==> src/hw/rtl/region_classifier_with_hysteresis_macros.svh <==
// Assertion macros shared by the region classifier RTL.
// Both macros sample on the rising edge of the clock named clock.

`ifndef REGION_CLASSIFIER_WITH_HYSTERESIS_MACROS_SVH
`define REGION_CLASSIFIER_WITH_HYSTERESIS_MACROS_SVH

// Checked outside of reset only.
`define RCH_ASSERT(label, prop, msg) \
   label: assert property (@(posedge clock) disable iff (reset) prop) else $error(msg);

// Checked at every edge, reset included.
`define RCH_ASSERT_RST(label, prop, msg) \
   label: assert property (@(posedge clock) prop) else $error(msg);

`endif

==> src/hw/rtl/rch_pkg.sv <==
// Package for the region classifier: types, register codes and reset constants.
// No dependencies.
`timescale 1ns / 1ps

package rch_pkg;

   typedef logic signed [15:0] thr_type;

   localparam int NUM_THR_REGS = 6;

   localparam thr_type THR_SAT_MAX = 16'sh7FFF;
   localparam thr_type THR_SAT_MIN = 16'sh8000;

   localparam logic [2:0]  COUNT_RESET  = 3'd6;
   localparam logic [13:0] MARGIN_RESET = 14'd20;
   localparam thr_type THR_RESET [NUM_THR_REGS] =
      '{16'sd0, 16'sd100, 16'sd200, 16'sd350, 16'sd450, 16'sd530};

   // Register indexes, each at byte address 4 * index.
   typedef enum logic [2:0] {
      REG_COUNT  = 3'd0,
      REG_MARGIN = 3'd1,
      REG_THR0   = 3'd2,
      REG_THR1   = 3'd3,
      REG_THR2   = 3'd4,
      REG_THR3   = 3'd5,
      REG_THR4   = 3'd6,
      REG_THR5   = 3'd7
   } reg_idx_type;

   // Configuration as seen by the classifier.
   typedef struct packed {
      logic [2:0]                   count;
      logic [13:0]                  margin;
      thr_type [NUM_THR_REGS-1:0]   def_thr;
   } cfg_type;

   // Threshold write, which also reloads the live copy.
   typedef struct packed {
      logic       valid;
      logic [2:0] idx;
      thr_type    value;
   } thr_wr_type;

endpackage

==> src/hw/rtl/rch_csr.sv <==
// APB-style register file: threshold count, hysteresis margin, default thresholds.
// Depends on rch_pkg.
`timescale 1ns / 1ps

module rch_csr (
   input  logic                clock,
   input  logic                reset,
   input  logic                psel,
   input  logic                penable,
   input  logic                pwrite,
   input  logic [4:0]          paddr,
   input  logic [31:0]         pwdata,
   output logic [31:0]         prdata,
   output logic                pready,
   output rch_pkg::cfg_type    cfg,
   output rch_pkg::thr_wr_type thr_wr
);
   import rch_pkg::*;

   logic [2:0]  count_ff;
   logic [13:0] margin_ff;
   thr_type     def_ff [NUM_THR_REGS];

   reg_idx_type reg_idx;
   logic        wr_en;
   logic [2:0]  thr_idx;
   logic [2:0]  rd_thr_idx;

   assign pready  = 1'b1;
   assign reg_idx = reg_idx_type'(paddr[4:2]);
   assign wr_en   = psel && penable && pwrite && pready;
   assign thr_idx = paddr[4:2] - 3'(REG_THR0);

   // Threshold write strobe for the live copy in the classifier.
   assign thr_wr.valid = wr_en && (paddr[4:2] >= 3'(REG_THR0));
   assign thr_wr.idx   = thr_idx;
   assign thr_wr.value = pwdata[15:0];

   // Register writes complete at the access phase of a transfer.
   always_ff @(posedge clock) begin
      if (reset) begin
         count_ff  <= COUNT_RESET;
         margin_ff <= MARGIN_RESET;
         for (int i = 0; i < NUM_THR_REGS; i++) begin
            def_ff[i] <= THR_RESET[i];
         end
      end else if (wr_en) begin
         if (reg_idx == REG_COUNT) begin
            count_ff <= pwdata[2:0];
         end
         if (reg_idx == REG_MARGIN) begin
            margin_ff <= pwdata[13:0];
         end
         for (int i = 0; i < NUM_THR_REGS; i++) begin
            if (thr_wr.valid && thr_idx == 3'(i)) begin
               def_ff[i] <= pwdata[15:0];
            end
         end
      end
   end

   // Configuration bundle.
   always_comb begin
      cfg.count  = count_ff;
      cfg.margin = margin_ff;
      for (int i = 0; i < NUM_THR_REGS; i++) begin
         cfg.def_thr[i] = def_ff[i];
      end
   end

   // Read data; thresholds are sign extended.
   assign rd_thr_idx = thr_idx;

   always_comb begin
      prdata = 32'd0;
      unique case (reg_idx)
         REG_COUNT:  prdata = {29'd0, count_ff};
         REG_MARGIN: prdata = {18'd0, margin_ff};
         REG_THR0, REG_THR1, REG_THR2, REG_THR3, REG_THR4, REG_THR5: begin
            for (int i = 0; i < NUM_THR_REGS; i++) begin
               if (rd_thr_idx == 3'(i)) begin
                  prdata = {{16{def_ff[i][15]}}, def_ff[i]};
               end
            end
         end
      endcase
   end

endmodule

==> src/hw/rtl/rch_core.sv <==
// Classifier datapath: input register, compare and hysteresis logic, result register.
// Depends on rch_pkg and the assertion macro header.
`timescale 1ns / 1ps
`include "region_classifier_with_hysteresis_macros.svh"

module rch_core #(
   parameter int MAX_THRESHOLDS = 6
) (
   input  logic                clock,
   input  logic                reset,
   input  rch_pkg::cfg_type    cfg,
   input  rch_pkg::thr_wr_type thr_wr,
   input  logic                req_valid,
   output logic                req_ready,
   input  logic signed [15:0]  req_temperature,
   output logic                rsp_valid,
   input  logic                rsp_ready,
   output logic [2:0]          rsp_region_index,
   output logic                rsp_region_changed
);
   import rch_pkg::*;

   localparam logic [2:0] MAX_W = 3'(MAX_THRESHOLDS);

   // Input stage.
   logic               in_valid_ff, in_valid_in;
   logic signed [15:0] in_temp_ff;

   // Classifier state.
   logic [2:0] cur_region_ff, cur_region_in;
   logic       known_ff, known_in;
   thr_type    live_ff [MAX_THRESHOLDS];
   thr_type    live_in [MAX_THRESHOLDS];

   // Result stage.
   logic       out_valid_ff, out_valid_in;
   logic [2:0] out_region_ff;
   logic       out_changed_ff;

   logic                      advance;
   logic [2:0]                used_n;
   logic [2:0]                idx_c;
   logic                      changed_c;
   logic                      move_down;
   logic                      move_up;
   logic [2:0]                target;
   thr_type                   def_sel;
   logic signed [17:0]        sum_c;
   thr_type                   shifted;
   logic [MAX_THRESHOLDS-1:0] live_moved;

   // An item moves to the result stage when the result register is free or drains.
   assign advance      = in_valid_ff && (!out_valid_ff || rsp_ready);
   assign req_ready    = !in_valid_ff || advance;
   assign in_valid_in  = req_ready ? req_valid : in_valid_ff;
   assign out_valid_in = advance ? 1'b1 : (out_valid_ff && !rsp_ready);

   // Count in use, clipped to the number of comparators.
   assign used_n = (cfg.count > MAX_W) ? MAX_W : cfg.count;

   // Priority encode the lowest live threshold not exceeded.
   always_comb begin
      idx_c = used_n;
      for (int i = MAX_THRESHOLDS - 1; i >= 0; i--) begin
         if (3'(i) < used_n && in_temp_ff <= live_ff[i]) begin
            idx_c = 3'(i);
         end
      end
   end

   assign changed_c = known_ff && (idx_c != cur_region_ff);
   assign move_down = changed_c && ({1'b0, idx_c} + 4'd1 == {1'b0, cur_region_ff})
                      && (idx_c < used_n);
   assign move_up   = changed_c && ({1'b0, cur_region_ff} + 4'd1 == {1'b0, idx_c})
                      && (cur_region_ff < used_n);
   assign target    = move_down ? idx_c : cur_region_ff;

   // Shift the crossed boundary's default by the margin, saturating.
   always_comb begin
      def_sel = cfg.def_thr[0];
      for (int i = 0; i < NUM_THR_REGS; i++) begin
         if (target == 3'(i)) begin
            def_sel = cfg.def_thr[i];
         end
      end
   end

   always_comb begin
      if (move_down) begin
         sum_c = $signed({{2{def_sel[15]}}, def_sel}) + $signed({4'b0000, cfg.margin});
      end else begin
         sum_c = $signed({{2{def_sel[15]}}, def_sel}) - $signed({4'b0000, cfg.margin});
      end
   end

   always_comb begin
      priority if (sum_c > $signed({{2{THR_SAT_MAX[15]}}, THR_SAT_MAX})) begin
         shifted = THR_SAT_MAX;
      end else if (sum_c < $signed({{2{THR_SAT_MIN[15]}}, THR_SAT_MIN})) begin
         shifted = THR_SAT_MIN;
      end else begin
         shifted = sum_c[15:0];
      end
   end

   // Next live thresholds: defaults on a change, one shifted on a single step; a threshold write wins.
   always_comb begin
      for (int i = 0; i < MAX_THRESHOLDS; i++) begin
         live_in[i] = live_ff[i];
         if (advance && changed_c) begin
            if ((move_down || move_up) && target == 3'(i)) begin
               live_in[i] = shifted;
            end else begin
               live_in[i] = cfg.def_thr[i];
            end
         end
         if (thr_wr.valid && thr_wr.idx == 3'(i)) begin
            live_in[i] = thr_wr.value;
         end
      end
   end

   assign cur_region_in = advance ? idx_c : cur_region_ff;
   assign known_in      = advance ? 1'b1 : known_ff;

   // Control and state registers.
   always_ff @(posedge clock) begin
      if (reset) begin
         in_valid_ff   <= 1'b0;
         out_valid_ff  <= 1'b0;
         cur_region_ff <= 3'd0;
         known_ff      <= 1'b0;
         for (int i = 0; i < MAX_THRESHOLDS; i++) begin
            live_ff[i] <= THR_RESET[i];
         end
      end else begin
         in_valid_ff   <= in_valid_in;
         out_valid_ff  <= out_valid_in;
         cur_region_ff <= cur_region_in;
         known_ff      <= known_in;
         for (int i = 0; i < MAX_THRESHOLDS; i++) begin
            live_ff[i] <= live_in[i];
         end
      end
   end

   // Payload registers.
   always_ff @(posedge clock) begin
      if (req_valid && req_ready) begin
         in_temp_ff <= req_temperature;
      end
      if (advance) begin
         out_region_ff  <= idx_c;
         out_changed_ff <= changed_c;
      end
   end

   assign rsp_valid          = out_valid_ff;
   assign rsp_region_index   = out_region_ff;
   assign rsp_region_changed = out_changed_ff;

   // Entries that currently differ from their defaults.
   always_comb begin
      for (int i = 0; i < MAX_THRESHOLDS; i++) begin
         live_moved[i] = (live_ff[i] != cfg.def_thr[i]);
      end
   end

   `RCH_ASSERT_RST(a_reset_empties, reset |=> !in_valid_ff && !out_valid_ff, "stages busy")
   `RCH_ASSERT(a_state_tracks_out, advance |=> out_region_ff == cur_region_ff, "state mismatch")
   `RCH_ASSERT(a_first_unchanged, advance && !known_ff |=> !out_changed_ff, "first flagged")
   `RCH_ASSERT(a_one_shifted, $countones(live_moved) <= 1, "more than one boundary shifted")
   `RCH_ASSERT(a_region_range, out_valid_ff |-> out_region_ff <= MAX_W, "region too high")

endmodule

==> src/hw/rtl/region_classifier_with_hysteresis.sv <==
// Top level of the region classifier with hysteresis.
// Depends on rch_pkg, rch_csr and rch_core.
//
//   channel   direction  signals
//   req       in         req_valid, req_ready, req_temperature
//   rsp       out        rsp_valid, rsp_ready, rsp_region_index, rsp_region_changed
//   csr       in/out     psel, penable, pwrite, paddr, pwdata, prdata, pready
//
// One sample per cycle unless a stalled result holds the flow: a sample waits in the
// input register, where the comparator bank, priority encoder and single margin adder
// work on it, and its result moves to the result register, which drives rsp_valid,
// once that register is free or drains.
// Synchronous reset empties both stages and restores registers and thresholds.
// A stalled result holds the result register; the input register still takes one
// more sample, and the request side stalls only when both stages are full.
`timescale 1ns / 1ps

module region_classifier_with_hysteresis #(
   parameter int MAX_THRESHOLDS = 6
) (
   input  logic               clock,
   input  logic               reset,
   input  logic               req_valid,
   output logic               req_ready,
   input  logic signed [15:0] req_temperature,
   output logic               rsp_valid,
   input  logic               rsp_ready,
   output logic [2:0]         rsp_region_index,
   output logic               rsp_region_changed,
   input  logic               psel,
   input  logic               penable,
   input  logic               pwrite,
   input  logic [4:0]         paddr,
   input  logic [31:0]        pwdata,
   output logic [31:0]        prdata,
   output logic               pready
);
   import rch_pkg::*;

   cfg_type    cfg;
   thr_wr_type thr_wr;

   // Register file.
   rch_csr u_csr (
      .clock   (clock),
      .reset   (reset),
      .psel    (psel),
      .penable (penable),
      .pwrite  (pwrite),
      .paddr   (paddr),
      .pwdata  (pwdata),
      .prdata  (prdata),
      .pready  (pready),
      .cfg     (cfg),
      .thr_wr  (thr_wr)
   );

   // Classifier datapath.
   rch_core #(
      .MAX_THRESHOLDS (MAX_THRESHOLDS)
   ) u_core (
      .clock              (clock),
      .reset              (reset),
      .cfg                (cfg),
      .thr_wr             (thr_wr),
      .req_valid          (req_valid),
      .req_ready          (req_ready),
      .req_temperature    (req_temperature),
      .rsp_valid          (rsp_valid),
      .rsp_ready          (rsp_ready),
      .rsp_region_index   (rsp_region_index),
      .rsp_region_changed (rsp_region_changed)
   );

endmodule
==> config.mk <==
export PLATFORM = sky130hd
export DESIGN_NAME = region_classifier_with_hysteresis
export DESIGN_NICKNAME = d
export VERILOG_FILES = /design/src/hw/rtl/rch_pkg.sv /design/src/hw/rtl/rch_csr.sv /design/src/hw/rtl/rch_core.sv /design/src/hw/rtl/region_classifier_with_hysteresis.sv
export VERILOG_INCLUDE_DIRS = /design/src /design/src/hw/rtl
export SDC_FILE = /design/constraint.sdc
export NUM_CORES = 1
export LEC_CHECK = 0
export BUFFER_PORTS_ARGS = -buffer_cell sky130_fd_sc_hd__buf_2
export CORE_ASPECT_RATIO = 1.4
export CORE_MARGIN = 2
export CORE_UTILIZATION = 45
export DETAILED_ROUTE_END_ITERATION = 6
export MAX_ROUTING_LAYER = met4
export PLACE_DENSITY = 0.64
export SYNTH_ARGS = -nofsm -noshare
export SYNTH_HDL_FRONTEND = slang
export SYNTH_SLANG_ARGS = --single-unit
==> constraint.sdc <==
create_clock -name clock -period 10.3 [get_ports clock]
set_input_delay 1.03 -clock clock [delete_from_list [all_inputs] [get_ports clock]]
set_output_delay 1.03 -clock clock [all_outputs]
set_load 0.02 [all_outputs]
==> results_dict.tcl <==
set metrics [dict create \
    synth_largest_area_cell "edfxtp_1" \
    crit_path_max_fanout 17 \
    yosys-top-cells-area "edfxtp_1 (21%), dfxtp_1 (15%), ha_1 (9.1%), a21oi_1 (7.1%), nand2_1 (4.5%)" \
    clock-root-buffer "clkbuf_16" \
    crit_required_ps 10740 \
    avgSynthCellArea_um2 8.34 \
    slowest_delay_ps 610 \
    tns_ps 0 \
    netlist_instances 1952 \
    p_leak_nw 6.92 \
    track_usage 0.392 \
    final_core_util 0.501 \
    viasPerCell 6.77 \
    yosys_warnings 0 \
    powerDensity_mw_per_mm2 161 \
    htreeDepth 1 \
    cp-end-kind "flip-flop" \
    drc_errors 0 \
    path_clk_slew_ps 70 \
    grt_pass1_vias 15123 \
    synthArstFlopShare 0 \
    core_area_mm2 0.0357 \
    port_buffers 79 \
    final_area_mm2 0.0179 \
    worstMarginPinSlew_ps 1370 \
    layout_setup_ws_ps 501 \
    postPlaceCellArea_mm2 0.0170 \
    yosysMostFrequentCell "a21oi_1" \
    report.final.slew_viol_count 0 \
    setup_viol 0 \
    post-dp-hpwl_mm 51.6 \
    hold_viol_final 0 \
    antenna_found_initial 3 \
    cpMaxStageDelayCell "edfxtp_1" \
    maxCapViolCount 0 \
    start_kind "flip-flop" \
    dieArea_mm2 0.0377 \
    vias 16451 \
    drt-total-wl_mm 72.8 \
    layout.nets 2127 \
    io_pins 99 \
    synth_cell_types 88 \
    fill_cells 3442 \
    ys_seq_area_frac 0.360 \
    syn2layout_area_growth_pct 9.78 \
    synth_ff_type "dfxtp_1" \
    status "finished clean" \
    peakVddDrop_v 0.000150 \
    grt_setup_unrepaired "false" \
    synth_edf_count 116 \
    gp_congestion 1.02 \
    overflow 0 \
    relSlewSlack 0.0867 \
    cts_buffers 25 \
    start_util 0.456 \
    clock_path_buffers 3 \
    crit_type "flip-flop to flip-flop" \
    cts_hold_buf 0 \
    synth_commonest_cells "a21oi_1 (230), nand2_1 (195), inv_1 (132)" \
    dr.pass1.iters 6 \
    clk_latency_ps 580 \
    post_drt_wl_per_cell_um 30.0 \
    layout_min_cycle_time_ps 9800 \
    period_share 0.951 \
    synth_area_mm2 0.0163 \
    crit_arrival_ps 10240 \
    layout-drive-gt1-share 0.108 \
    holdCritPathClass "flip-flop to flip-flop" \
    maxClockFrequency_mhz 102 \
    rows 82 \
    postRouteAntennaNets 0 \
    cts_tree "done" \
    fin_skew_ps 36.3 \
    synth_top_area_share 0.214 \
    synth_seq_cells 235 \
    pre_cts_ws_ps 420 \
    total_power_mw 2.88 \
    dieHeight_um 229 \
    synth_nets 2132 \
    grt_max_degree 101 \
    cts.sinks 235 \
    die_x_um 165 \
    grt_pass1_wl_mm 104 \
    drt_iter0_drc 2225 \
]
## critical path: cells and delay by family (launching register included)
kind / cells / cell delay [ps]
adder cells (fa/ha/maj): 4 / 1380
flip-flops: 1 / 610
multiplexers: 2 / 660
XOR/XNOR: 3 / 620
AND/OR/NAND/NOR: 9 / 2390
buffers and inverters: 2 / 340
AO/OA/AOI/OAI: 18 / 3620
## layer usage
metal	track usage	vias to the layer above	wire length (µm)
met5	-	-	0
met4	0.276	0	6690
met3	0.0790	336	7680
li1	-	7151	-
met1	0.468	7842	26000
met2	0.587	1122	32500
## state kept, by name (all words and copies together), names as in the netlist
name and flops:
u_core.cur_region_ff 3, u_core.in_temp_ff 16, u_core.in_valid_ff 1, u_core.known_ff 1, u_core.live_ff 96, u_core.rsp_region_changed 1
u_core.rsp_region_index 3, u_core.rsp_valid 1, u_csr.count_ff 3, u_csr.def_ff 96, u_csr.margin_ff 14
## timing repair
item                                    in CTS  in global routing
setup buffers                                0                  0
resized for setup                            0                  5
endpoints found under the setup margin       0                 85
## placed cells by master, fill, tap and decap left out, drive strengths merged, types with 13 or more instances in the layout
| cell type | count |
|---|---|
| a21oi | 231 |
| nand2 | 195 |
| inv | 136 |
| buf | 125 |
| ha | 119 |
| dfxtp | 119 |
| nand3 | 118 |
| edfxtp | 116 |
| nor2 | 99 |
| and3 | 99 |
| o211ai | 92 |
| o21ai | 79 |
| mux2i | 43 |
| a211oi | 41 |
| or3 | 29 |
| clkbuf | 28 |
| a221oi | 21 |
| nand4 | 21 |
| nor3 | 21 |
| xnor2 | 19 |
| o31ai | 18 |
| xor2 | 16 |
| nand2b | 14 |
| a31oi | 13 |
## kinds of logic (layout without fill, tap and decap cells)
| kind of cell | count (synthesis) | after routing | synth area share |
|---|---|---|---|
| AO/OA/AOI/OAI | 571 | 571 | 0.223 |
| other | 1 | 3 | 0.000230 |
| multiplexers | 51 | 51 | 0.0340 |
| XOR/XNOR | 35 | 35 | 0.0193 |
| AND/OR/NAND/NOR | 644 | 644 | 0.196 |
| buffers and inverters | 292 | 306 | 0.0725 |
| adder cells (fa/ha/maj) | 123 | 123 | 0.0945 |
| flip-flops | 235 | 235 | 0.360 |
## through the flow
stage,hold slack [ps],std cells
after floorplan,457,1952
after global placement,500,2382
after detailed placement,514,2382
after CTS,523,2428
after global routing,549,2430
final,526,2430
## final cells by class
cell class	count	area [µm²]	area share
multi-input combinational	1425	9310	0.521
sequential	235	5870	0.328
timing repair buffer	125	743	0.0416
clock buffer	28	657	0.0367
tap	462	578	0.0323
inverter	135	507	0.0283
clock inverter	18	209	0.0117
antenna	2	5.00	0.000280
## worst paths after layout
path | from | slack, ps | cells after the start | endpoint
setup reg to reg | u_core.in_temp_ff[6] | 500 | 38 | u_core.live_ff[0][41]
setup / recovery | u_core.in_temp_ff[6] | 500 | 38 | u_core.live_ff[0][41]
hold reg to reg | u_csr.margin_ff[3] | 530 | 2 | u_csr.margin_ff[3]
hold / removal | u_csr.margin_ff[3] | 530 | 2 | u_csr.margin_ff[3]
## report_power, final
group	internal, mW	leakage (nW)	switching, mW	total (mW)
combinational	0.245	4.42	0.555	0.800
clock	0.562	0.422	0.426	0.988
sequential	1.02	2.08	0.0706	1.09
total	1.83	6.92	1.05	2.88
Power figures use the tool's default switching activity.
